$ cat src/rtl/sssd_pkg.sv
// ----------------------------------------------------------------------------
// sssd_pkg
// Shared types, constants and helper functions of the seven-segment scan
// driver: request modes, queue entry layout, decimal split and segment table.
// ----------------------------------------------------------------------------
package sssd_pkg;

   localparam int QUEUE_DEPTH = 4;
   localparam int PTR_W       = $clog2(QUEUE_DEPTH);
   localparam int CNT_W       = PTR_W + 1;

   localparam logic [15:0] VALUE_LIMIT = 16'd9999;
   localparam logic [13:0] VALUE_MAX   = 14'd9999;
   localparam logic [13:0] UNIT_THOU   = 14'd1000;
   localparam logic [13:0] UNIT_HUND   = 14'd100;
   localparam logic [13:0] UNIT_TEN    = 14'd10;
   localparam logic [1:0]  SLOT_LAST   = 2'd3;

   typedef enum logic [2:0] {
      MODE_NUM_LO = 3'd0,
      MODE_NUM_HI = 3'd1,
      MODE_RAW_LO = 3'd2,
      MODE_RAW_HI = 3'd3,
      MODE_DOT_HI = 3'd4
   } mode_type;

   typedef enum logic [1:0] {
      KIND_NUM,
      KIND_RAW,
      KIND_DOT
   } kind_type;

   // one classified request as it waits between front and back
   typedef struct packed {
      kind_type        kind;
      logic            high;
      logic [1:0]      dpos;
      logic [3:0]      enable;
      logic [3:0][7:0] segs;
   } entry_type;

   // largest decimal digit d with d * unit <= v, independent compares
   function automatic logic [3:0] div_digit(input logic [13:0] v,
                                            input logic [13:0] unit);
      logic [3:0] d;
      d = 4'd0;
      for (int k = 1; k <= 9; k++) begin
         if (v >= 14'(k) * unit) begin
            d = 4'(k);
         end
      end
      return d;
   endfunction

   function automatic logic [7:0] seg_encode(input logic [3:0] digit);
      logic [7:0] seg;
      case (digit)
         4'd0:    seg = 8'h3f;
         4'd1:    seg = 8'h06;
         4'd2:    seg = 8'h5b;
         4'd3:    seg = 8'h4f;
         4'd4:    seg = 8'h66;
         4'd5:    seg = 8'h6d;
         4'd6:    seg = 8'h7d;
         4'd7:    seg = 8'h07;
         4'd8:    seg = 8'h7f;
         4'd9:    seg = 8'h6f;
         default: seg = 8'h00;
      endcase
      return seg;
   endfunction

endpackage

$ cat src/rtl/sssd_front.sv
// ----------------------------------------------------------------------------
// sssd_front
// Accepts requests, drops unused modes, saturates the value and splits it
// into decimal digits over three stages, then writes one entry to the queue.
// ----------------------------------------------------------------------------
module sssd_front (
   input  logic                clock,
   input  logic                reset,
   input  logic                req_tvalid,
   output logic                req_tready,
   input  logic [2:0]          req_mode,
   input  logic [15:0]         req_value,
   input  logic [31:0]         req_raw,
   input  logic [1:0]          req_dpos,
   input  logic                queue_full,
   output logic                push,
   output sssd_pkg::entry_type push_entry
);

   typedef struct packed {
      sssd_pkg::kind_type kind;
      logic               high;
      logic [1:0]         dpos;
      logic [31:0]        raw;
      logic [13:0]        rem;
      logic [3:0]         d_thou;
      logic [3:0]         d_hund;
   } front_stage_type;

   logic            s1_valid_ff, s2_valid_ff, s3_valid_ff;
   logic            s1_valid_in;
   front_stage_type s1_ff, s2_ff, s3_ff;
   front_stage_type s1_in, s2_in, s3_in;
   logic            advance;
   logic [3:0]      d_ten, d_one;
   logic [13:0]     rem_one;
   logic [3:0]      show;

   // whole pipe moves together, held only while the queue is full
   assign advance    = !s3_valid_ff || !queue_full;
   assign req_tready = advance;
   assign push       = s3_valid_ff && !queue_full;

   always_comb begin
      s1_in        = '0;
      s1_valid_in  = 1'b0;
      s1_in.high   = req_mode[0];
      s1_in.dpos   = req_dpos;
      s1_in.raw    = req_raw;
      s1_in.rem    = (req_value > sssd_pkg::VALUE_LIMIT) ? sssd_pkg::VALUE_MAX
                                                          : req_value[13:0];
      case (sssd_pkg::mode_type'(req_mode))
         sssd_pkg::MODE_NUM_LO, sssd_pkg::MODE_NUM_HI: begin
            s1_in.kind  = sssd_pkg::KIND_NUM;
            s1_valid_in = req_tvalid;
         end
         sssd_pkg::MODE_RAW_LO, sssd_pkg::MODE_RAW_HI: begin
            s1_in.kind  = sssd_pkg::KIND_RAW;
            s1_valid_in = req_tvalid;
         end
         sssd_pkg::MODE_DOT_HI: begin
            s1_in.kind  = sssd_pkg::KIND_DOT;
            s1_valid_in = req_tvalid;
         end
         // unused modes are taken and dropped
         default: begin
            s1_in.kind  = sssd_pkg::KIND_NUM;
            s1_valid_in = 1'b0;
         end
      endcase
   end

   always_comb begin
      s2_in        = s1_ff;
      s2_in.d_thou = sssd_pkg::div_digit(s1_ff.rem, sssd_pkg::UNIT_THOU);
      s2_in.rem    = s1_ff.rem - (14'(s2_in.d_thou) * sssd_pkg::UNIT_THOU);
   end

   always_comb begin
      s3_in        = s2_ff;
      s3_in.d_hund = sssd_pkg::div_digit(s2_ff.rem, sssd_pkg::UNIT_HUND);
      s3_in.rem    = s2_ff.rem - (14'(s3_in.d_hund) * sssd_pkg::UNIT_HUND);
   end

   always_comb begin
      d_ten   = sssd_pkg::div_digit(s3_ff.rem, sssd_pkg::UNIT_TEN);
      rem_one = s3_ff.rem - (14'(d_ten) * sssd_pkg::UNIT_TEN);
      d_one   = rem_one[3:0];
      // leading zeros blank, ones digit always shows
      show[0] = (s3_ff.d_thou != 4'd0);
      show[1] = show[0] || (s3_ff.d_hund != 4'd0);
      show[2] = show[1] || (d_ten != 4'd0);
      show[3] = 1'b1;

      push_entry      = '0;
      push_entry.kind = s3_ff.kind;
      push_entry.high = s3_ff.high;
      push_entry.dpos = s3_ff.dpos;
      case (s3_ff.kind)
         sssd_pkg::KIND_NUM: begin
            push_entry.enable  = show;
            push_entry.segs[0] = show[0] ? sssd_pkg::seg_encode(s3_ff.d_thou) : 8'h00;
            push_entry.segs[1] = show[1] ? sssd_pkg::seg_encode(s3_ff.d_hund) : 8'h00;
            push_entry.segs[2] = show[2] ? sssd_pkg::seg_encode(d_ten) : 8'h00;
            push_entry.segs[3] = sssd_pkg::seg_encode(d_one);
         end
         sssd_pkg::KIND_RAW: begin
            push_entry.enable = 4'hf;
            push_entry.segs   = s3_ff.raw;
         end
         default: begin
            push_entry.enable = 4'hf;
         end
      endcase
   end

   always_ff @(posedge clock) begin
      if (reset) begin
         s1_valid_ff <= 1'b0;
         s2_valid_ff <= 1'b0;
         s3_valid_ff <= 1'b0;
      end else if (advance) begin
         s1_valid_ff <= s1_valid_in;
         s2_valid_ff <= s1_valid_ff;
         s3_valid_ff <= s2_valid_ff;
      end
   end

   always_ff @(posedge clock) begin
      if (advance) begin
         s1_ff <= s1_in;
         s2_ff <= s2_in;
         s3_ff <= s3_in;
      end
   end

endmodule

$ cat src/rtl/sssd_queue.sv
// ----------------------------------------------------------------------------
// sssd_queue
// Short first-in first-out queue of classified requests between the front
// and the back, so either side can stall on its own.
// ----------------------------------------------------------------------------
module sssd_queue (
   input  logic                clock,
   input  logic                reset,
   input  logic                push,
   input  sssd_pkg::entry_type push_entry,
   input  logic                pop,
   output logic                full,
   output logic                empty,
   output sssd_pkg::entry_type head
);

   sssd_pkg::entry_type              entries_ff [sssd_pkg::QUEUE_DEPTH];
   logic [sssd_pkg::PTR_W-1:0]       wr_ptr_ff, wr_ptr_in;
   logic [sssd_pkg::PTR_W-1:0]       rd_ptr_ff, rd_ptr_in;
   logic [sssd_pkg::CNT_W-1:0]       count_ff, count_in;

   assign full  = (count_ff == sssd_pkg::CNT_W'(sssd_pkg::QUEUE_DEPTH));
   assign empty = (count_ff == '0);
   assign head  = entries_ff[rd_ptr_ff];

   always_comb begin
      wr_ptr_in = push ? wr_ptr_ff + 1'b1 : wr_ptr_ff;
      rd_ptr_in = pop ? rd_ptr_ff + 1'b1 : rd_ptr_ff;
      count_in  = count_ff;
      if (push && !pop) begin
         count_in = count_ff + 1'b1;
      end else if (pop && !push) begin
         count_in = count_ff - 1'b1;
      end
   end

   always_ff @(posedge clock) begin
      if (reset) begin
         wr_ptr_ff <= '0;
         rd_ptr_ff <= '0;
         count_ff  <= '0;
      end else begin
         wr_ptr_ff <= wr_ptr_in;
         rd_ptr_ff <= rd_ptr_in;
         count_ff  <= count_in;
      end
   end

   always_ff @(posedge clock) begin
      if (push) begin
         entries_ff[wr_ptr_ff] <= push_entry;
      end
   end

endmodule

$ cat src/rtl/sssd_back.sv
// ----------------------------------------------------------------------------
// sssd_back
// Walks the queue head slot by slot and drives one scan slot per cycle while
// the output is not stalled, through a registered output stage.
// ----------------------------------------------------------------------------
module sssd_back (
   input  logic                clock,
   input  logic                reset,
   input  logic                empty,
   input  sssd_pkg::entry_type head,
   output logic                pop,
   output logic                rsp_tvalid,
   input  logic                rsp_tready,
   output logic                rsp_enable,
   output logic [2:0]          rsp_position,
   output logic [7:0]          rsp_segments,
   output logic                rsp_dot,
   output logic                rsp_tlast
);

   logic       rsp_valid_ff, rsp_valid_in;
   logic       enable_ff, enable_in;
   logic [2:0] position_ff, position_in;
   logic [7:0] segments_ff, segments_in;
   logic       dot_ff, dot_in;
   logic       last_ff, last_in;
   logic [1:0] slot_ff, slot_in;
   logic       take;

   assign take = (!rsp_valid_ff || rsp_tready) && !empty;

   always_comb begin
      enable_in   = head.enable[slot_ff];
      position_in = {head.high, slot_ff};
      segments_in = head.segs[slot_ff];
      dot_in      = 1'b0;
      last_in     = (slot_ff == sssd_pkg::SLOT_LAST);
      case (head.kind)
         sssd_pkg::KIND_DOT: begin
            enable_in   = 1'b1;
            position_in = {1'b1, head.dpos};
            segments_in = 8'h00;
            dot_in      = 1'b1;
            last_in     = 1'b1;
         end
         default: begin
         end
      endcase
      pop          = take && last_in;
      slot_in      = slot_ff;
      if (take) begin
         slot_in = pop ? 2'd0 : slot_ff + 1'b1;
      end
      rsp_valid_in = take ? 1'b1 : (rsp_tready ? 1'b0 : rsp_valid_ff);
   end

   always_ff @(posedge clock) begin
      if (reset) begin
         rsp_valid_ff <= 1'b0;
         slot_ff      <= 2'd0;
      end else begin
         rsp_valid_ff <= rsp_valid_in;
         slot_ff      <= slot_in;
      end
   end

   always_ff @(posedge clock) begin
      if (take) begin
         enable_ff   <= enable_in;
         position_ff <= position_in;
         segments_ff <= segments_in;
         dot_ff      <= dot_in;
         last_ff     <= last_in;
      end
   end

   assign rsp_tvalid   = rsp_valid_ff;
   assign rsp_enable   = enable_ff;
   assign rsp_position = position_ff;
   assign rsp_segments = segments_ff;
   assign rsp_dot      = dot_ff;
   assign rsp_tlast    = last_ff;

endmodule

$ cat src/rtl/seven_segment_scan_driver.sv
// each request passes the front pipe, the queue and the output register in turn
// output: numeric and raw requests give four slots, one per cycle unless stalled;
//    a dot request gives a single slot
// the output register takes one slot per cycle unless stalled and sets the sustained rate
// reset clears the pipe, the queue and the output; items in flight are dropped
// ----------------------------------------------------------------------------
// seven_segment_scan_driver
// Two-bank multiplexed seven-segment scan driver: classifies requests into
// a queue and emits per-digit scan slots on a stream output.
// ----------------------------------------------------------------------------
module seven_segment_scan_driver (
   input  logic        clock,
   input  logic        reset,
   input  logic        req_tvalid,
   output logic        req_tready,
   input  logic [55:0] req_tdata,  // value[15:0], raw_segments[47:16], dot_position[49:48]
   input  logic [2:0]  req_tuser,  // mode[2:0]
   output logic        rsp_tvalid,
   input  logic        rsp_tready,
   output logic [15:0] rsp_tdata,  // digit_enable[0], digit_position[3:1], segments[11:4],
                                   // dot_on[12]
   output logic        rsp_tlast
);

   logic                push, pop, full, empty;
   sssd_pkg::entry_type push_entry, head;
   logic                enable, dot;
   logic [2:0]          position;
   logic [7:0]          segments;

   sssd_front u_front (
      .clock      (clock),
      .reset      (reset),
      .req_tvalid (req_tvalid),
      .req_tready (req_tready),
      .req_mode   (req_tuser),
      .req_value  (req_tdata[15:0]),
      .req_raw    (req_tdata[47:16]),
      .req_dpos   (req_tdata[49:48]),
      .queue_full (full),
      .push       (push),
      .push_entry (push_entry)
   );

   sssd_queue u_queue (
      .clock      (clock),
      .reset      (reset),
      .push       (push),
      .push_entry (push_entry),
      .pop        (pop),
      .full       (full),
      .empty      (empty),
      .head       (head)
   );

   sssd_back u_back (
      .clock        (clock),
      .reset        (reset),
      .empty        (empty),
      .head         (head),
      .pop          (pop),
      .rsp_tvalid   (rsp_tvalid),
      .rsp_tready   (rsp_tready),
      .rsp_enable   (enable),
      .rsp_position (position),
      .rsp_segments (segments),
      .rsp_dot      (dot),
      .rsp_tlast    (rsp_tlast)
   );

   assign rsp_tdata = {3'b000, dot, segments, position, enable};

endmodule

$ cat config.mk
export PLATFORM = sky130hd
export DESIGN_NAME = seven_segment_scan_driver
export DESIGN_NICKNAME = d
export VERILOG_FILES = /design/src/rtl/sssd_pkg.sv /design/src/rtl/sssd_front.sv /design/src/rtl/sssd_queue.sv /design/src/rtl/sssd_back.sv /design/src/rtl/seven_segment_scan_driver.sv
export SDC_FILE = /design/constraint.sdc
export NUM_CORES = 1
export LEC_CHECK = 0
export BUFFER_PORTS_ARGS = -buffer_cell sky130_fd_sc_hd__buf_2
export CORE_MARGIN = 5
export CORE_UTILIZATION = 30
export DETAILED_ROUTE_END_ITERATION = 10
export REMOVE_ABC_BUFFERS = 1
export SYNTH_ARGS = -nofsm -noshare
export SYNTH_HDL_FRONTEND = slang
export SYNTH_HIERARCHICAL = 1
export SYNTH_SLANG_ARGS = --single-unit
$ cat constraint.sdc
create_clock -name clock -period 8.5 [get_ports clock]
set_input_delay 0.425 -clock clock [delete_from_list [all_inputs] [get_ports clock]]
set_output_delay 0.425 -clock clock [all_outputs]
set_load 0.01 [all_outputs]
## Word-level counts from Yosys, hierarchy flattened

Memories as Yosys holds them, arrays and structs flattened. A register that Yosys moved wholly into a read port is not among the register bits.
Index checks and enable logic that the tools add are counted.

| operators by class | value |
|---|---|
| add/sub/neg operators | 8 |
| $mul | 3 |
| divide/modulo/power cells | 0 |
| order comparisons | 29 |
| eq/ne operators | 8 |
| shift operators | 0 |
| muxes and demuxes | 52 |
| bitwise gates (word level) | 0 |
| reduce and logical (&&, ||, !) cells | 25 |

Operators by type and width:

| kind | number |
|---|---|
| $ge A14 B10 Y1 const B | 5 |
| $pmux W32 S2 | 1 |
| $ge A14 B13 Y1 const B | 4 |
| $ge A14 B7 Y1 const B | 4 |
| $mux W3 | 15 |
| $ge A14 B6 Y1 const B | 3 |
| $ge A14 B9 Y1 const B | 3 |
| $mux W4 | 8 |
| $mux W8 | 4 |
| $ge A14 B12 Y1 const B | 2 |
| $ge A14 B5 Y1 const B | 2 |
| $mux W2 | 10 |
| $bmux W8 S2 | 1 |
| $gt A16 B14 Y1 const B | 1 |
| $ge A14 B11 Y1 const B | 1 |
| $ge A14 B14 Y1 const B | 1 |
| $ge A14 B4 Y1 const B | 1 |
| $ge A14 B8 Y1 const B | 1 |
| $sub A14 B11 Y14 | 1 |
| $sub A14 B14 Y14 | 1 |
| $reduce_bool A4 Y1 | 3 |
| $mul A4 B7 Y11 const B | 1 |
| $mux W1 | 11 |
| $mul A4 B5 Y9 const B | 1 |
| other kinds (21) | 40 |

| storage, ports and cells | value |
|---|---|
| register bits | 192 |
| latch bits | 0 |
| bits in writable memories | 160 |
| memory bits (read-only) | 448 |
| bits of input ports | 63 |
| logic and storage cells | 162 |
| memories kept | 5 |

Memories:

| memory | depth | bits a word | rd ports | clocked after Yosys merged registers in | write ports | RTL line | source |
|---|---|---|---|---|---|---|---|
| u_queue.entries_ff | 4 | 40 | 1 | 1 | 1 | sssd_queue.sv:17 | `sssd_pkg::entry_type entries_ff [sssd_pkg::QUEUE_DEPTH];` |
| (no name shown) | 16 | 7 | 1 | 1 | 0 | sssd_pkg.sv:57 | `case (digit)` |
| (no name shown) | 16 | 7 | 1 | 1 | 0 | sssd_pkg.sv:57 |  |
| (no name shown) | 16 | 7 | 1 | 0 | 0 | sssd_pkg.sv:57 |  |
| (no name shown) | 16 | 7 | 1 | 0 | 0 | sssd_pkg.sv:57 |  |

## Logic depth before layout (Yosys ltp)

| logic depth | value |
|---|---|
| word-level depth | 14 |
| gate-level depth with buffers | 23 |
| depth with buffers taken out | 22 |

## Hierarchy

Netlist, hierarchy kept.

By module, submodules not included:

| module | instances | cells each | area each (sq um) | sequential area each (sq um) |
|---|---|---|---|---|
| sssd_front | 1 | 739 | 9213.8 | 5295.1 |
| sssd_queue | 1 | 259 | 6396.1 | 5104.9 |
| sssd_back | 1 | 71 | 883.3 | 480.5 |
| seven_segment_scan_driver | 1 | 6 | 41.3 | 0.0 |

## Worst setup path before layout

No wires, ideal clock.

| path | value |
|---|---|
| path type | reg2reg |
| from | register u_queue/count_ff[0] (netlist bit) |
| to | register with a tool-made name |
| setup time | 0.122 ns |
| arrival | 7.261 ns |
| required time | 8.378 ns |
| setup slack | 1.117 ns |
| stages on the path, launching flop included | 9 |
| buffers on the path | 2 |
| period minus slack after synthesis | 7.383 ns |
| path through | dfxtp_1 nor3b_1 and2_1 buf_2 inv_2 clkbuf_1 mux2i_1 ha_1 a22o_1 |

RTL lines:

| what | RTL line | source |
|---|---|---|
| start: declaration | sssd_queue.sv:20 | `logic [sssd_pkg::CNT_W-1:0] count_ff, count_in;` |
| start signal: assignment | sssd_queue.sv:45 | `count_ff <= count_in;` |

==> results by stage <==
Drt:
- The detailed router's first-iteration violation count is 350.
- The via density per instance is 4.624.
- After detailed routing, the number of remaining DRC violations is 0.
- Dividing the detail-routed wire length by the instance count gives 16.08 µm.
- The total number of vias is 8768.
- The routed wire length is 30490 µm.
- The count of TritonRoute iterations in the first routing pass is 4.
- The number of antenna-violating nets in the routed design is 0.

Cells and area:
- In the final layout, the share of cells above drive strength 1 is 0.1661.
- Fill cells in the final layout number 5261.
- At the end of the flow, the number of nets in the layout was 1305.
- The utilization after layout is 0.3448.
- The growth of design area from synthesis to finish is 14.43%.
- The antenna diode count is 0.
- The number of standard cells in the final layout excluding fillers is 1896.

Timing:
- The worst slew slack as a fraction of its limit is 0.2809.
- The count of pins over their slew limit is 0.
- The count of endpoints failing setup in the final report is 0.
- The number of endpoints with negative hold slack in the final report is 0.
- The shortest period the worst path allows is 5280 ps.
- The transition time at the pin with the least slew margin is 1075 ps.
- The maximum clock rate is 0.1894 GHz.
- Setup repair after global routing left no endpoint under its margin.
- The sum of negative setup slack is 0 ps.
- Dividing the final minimum period by the clock period gives 0.6212.
- The worst setup skew after layout is 25.06 ps.

Place:
- The detailed placer's ending HPWL is 20370 µm.
- Once placement completed, the tool counted placed cells totaling 1818.
- The last weighted congestion value of the routability-driven placer is 0.8060.
- Input and output buffers added on the ports amount to 72.

Synthesis:
- Synthesis handed over a netlist of 1075 instances.
- The count of state elements after synthesis is 372.
- Synthesis instantiated 81 different standard cells from the library.
- Counting flops with a built-in enable in the synthesized netlist gives 343.
- During synthesis, Yosys emitted a total of 6 warnings.
- Of the synthesized area, sequential elements account for 0.6580.
- For this run, asynchronously set or reset flops after synthesis account for 0.
- The most used flip-flop cell after synthesis is edfxtp_1.
- The area of the mapped netlist is 16530 µm².
- Each instance of the synthesized netlist takes up on average 15.38 µm².

Global routing:
- The met3 layer usage reported by global route is 0.02189.
- Across every metal layer, demand over resource in global routing totals 0.1017.
- met2 is the most crowded layer.
- For this run, global-route usage on met2 was measured as 0.1782.
- The via count of the first global-routing pass came to 9086.
- The met1 usage is 0.1238.
- The initial antenna violation count is 0.
- The residual overflow from global routing is 0.
- Entering global routing, the biggest net connects 65 pins.
- The first-pass GRT wire length is 48490 µm.

Power and ir drop:
- IR analysis of the VDD net gives a maximum drop of 0.0001283 V.
- Dividing total power by cell area gives a power density of 269.9 nW/µm².
- The static leakage is 6.878 nW.
- Power comes to 5.107 mW.

Clock network:
- The number of buffers created by CTS is 42.
- The clock sink count is 372.
- The CTS tree is yes.
- The count of buffers added by post-CTS timing repair for setup is 0.
- The clock tree buffer depth is 3.
- The clock tree synthesis step divided the H-tree into 2 levels.
- The root buffer cell is clkbuf_16.
- Clock-pin slew was measured on the worst setup and hold paths at 60 ps.
- The latest clock arrival within the worst-skew pair is 560 ps.

Setup path:
- The critical path's largest stage delay is 650 ps.
- In this design, the largest share of critical-path delay is due to compound AO/OA/AOI/OAI gates.
- The worst path buffer plus inverter count is 4.
- The slowest stage of the critical path is the fa_1 cell.
- The critical path capture point type is a flop.
- Among the stages of the critical path, the cell type that occurs most often is inv_1.
- By startpoint and endpoint, the worst setup path is classified as reg2reg.
- For the worst setup path, the data required time is 8780 ps.
- The worst endpoint data arrival time is 5560 ps.
- Traced cell by cell, the critical path runs through o211ai_1, o21ai_0, a21oi_1, a211oi_1, nand2b_1, inv_1, fa_1, inv_1, fa_1, inv_1, ha_1, a21o_1, a21oi_1, o21bai_1, a21oi_1, xor2_1, ha_1, inv_1, nor3_1, a31oi_1, o311a_1, o311ai_1.
- The sort of element at the start of the critical path is a flop.
- Of all nets on the critical path, the largest fanout is 11.

Flow run:
- The number of violations of the max-capacitance limit is 0.

Worst hold path:
- The type of the most critical hold path is in2reg.

Floorplanning:
- The I/O pin count is 82.
- In this run the horizontal extent of the chip is 244.8 µm.
- The core region is 54880 µm².
- The die footprint is 59910 µm².
- The initial utilization of the core area, before any placement, comes to 0.3013.
- After floorplanning, the core was divided into 86 placement rows.
- The die is 244.8 µm tall.

Status:
- The run finished with clean final reports.
metrics by stage:
stage	setup WS (ps)	instance area [µm²]	hold WS, ps
2_1_floorplan	3788	16220	400.3
3_3_place_gp	3309	17560	403.5
3_5_place_dp	3220	17560	404.5
4_1_cts	3227	18920	12.53
5_1_grt	2802	18920	23.26
6_report	3220	18920	52.67
power by group:
group          leakage [nW]  internal, mW  switching [mW]
clock                 0.651          1.02           0.708
sequential             3.60          2.21           0.125
combinational          2.62         0.453           0.583
total                  6.88          3.69            1.42
cell families after synthesis:
| kind of cell | synth area share |
|---|---|
| AOI/OAI and AO/OA | 0.07870 |
| xor gates and xnor gates | 0.01536 |
| adders and majority gates | 0.06750 |
| buffers and inverters | 0.03307 |
| DFF | 0.6580 |
| muxes | 0.07840 |
| other | 0.0004542 |
| and+or+nand+nor | 0.06848 |
sequential cells by signal, summed over array words and instances (netlist names), 2 cells and up, named ones only:
signal,cells
u_front/s1_ff,51
u_queue/count_ff,3
u_queue/entries_ff,164
u_front/push_entry,5
u_queue/rd_ptr_ff,2
u_back/rsp_segments,8
u_queue/wr_ptr_ff,2
u_back/slot_ff,2
u_front/s3_ff,54
u_back/rsp_position,3
u_front/s2_ff,55
cells in the final DEF (no fill, tap or decap), types with 15 or more instances in the layout:
cell       Yosys  routed
edfxtp_1     343     343
buf_2          9      72
ha_1          70      70
inv_1         59      59
nand2_1       58      58
nor2_1        47      47
clkbuf_16      0      42
mux4_2        41      41
mux2i_1       31      31
a21oi_1       30      30
dfxtp_1       29      28
o21ai_0       23      23
a22o_1        18      18
nor3_1        17      17
and2_1        16      16
xnor2_1       16      16
nor2b_1       15      15
nand2b_1      15      15
cell type report:
type / instances / area [µm²] / area share
flip-flops and latches: 372 / 10880 / 0.5751
multi-input cells: 597 / 5115 / 0.2703
clock buffers: 51 / 1105 / 0.05839
well taps: 704 / 880.8 / 0.04655
repair buffers: 86 / 470.5 / 0.02486
clock inverters: 25 / 234.0 / 0.01237
inverters: 61 / 234.0 / 0.01237
synthesized netlist by cell type, types with 3 or more instances:
cell type,number,area (µm²)
clkbuf_1,14,52.55
o22ai_1,13,81.33
a211o_1,6,52.55
buf_2,9,45.04
nand2_1,58,217.7
edfxtp_1,343,10300
xor2_1,13,113.9
and3_1,6,37.54
inv_1,59,221.5
xnor2_1,16,140.1
or2_2,3,18.77
o21ai_1,8,40.04
a21oi_1,30,150.1
fa_1,12,240.2
buf_12,4,80.08
nor2_1,47,176.4
a211oi_1,7,52.55
o21bai_1,6,45.04
a311oi_1,6,52.55
and2_1,16,100.1
a21o_1,12,90.09
buf_4,15,112.6
buf_1,3,11.26
or3_1,8,50.05
nor2b_1,15,93.84
ha_1,70,875.8
nor4_1,9,56.30
mux2i_1,31,310.3
dfxtp_1,29,580.6
o31ai_1,5,37.54
a22o_1,18,157.7
nand3_1,13,65.06
o211ai_1,4,30.03
nand2b_1,15,93.84
a31oi_1,10,62.56
mux4_2,41,923.4
o21ai_0,23,115.1
nor3_1,17,85.08
a21boi_0,4,30.03
final timing paths:
check | start | to | slack (ps) | depth (start not counted)
setup / recovery | u_front/s1_ff[19] | u_front/s2_ff[20] | 3220 | 22
hold / removal | req_tdata[18] | u_front/s1_ff[24] | 50 | 1
setup reg to reg | u_front/s1_ff[19] | u_front/s2_ff[20] | 3220 | 22
hold reg to reg | u_front/s2_ff[33] | u_front/s3_ff[33] | 390 | 0
worst reg2reg max path, delay by kind of cell (launching register included):
family,cells,cell delay [ps]
flops,1,540
simple gates,2,240
fa+ha+maj,4,1760
buf+inv,4,470
compound gates,11,1820
xor+xnor,1,190
what timing repair did:
item,in CTS,in global routing
gates resized for setup,0,0
endpoints found under the hold margin,2,0
hold buffers,2,0
routing by layer:
| layer | vias to the layer above | routed length (µm) |
|---|---|---|
| met4 | 0 | 947 |
| met1 | 4257 | 12820 |
| met5 | - | 0 |
| met2 | 156 | 15390 |
| met3 | 60 | 1333 |
| li1 | 4295 | - |
(Power assumes the default switching activity.)
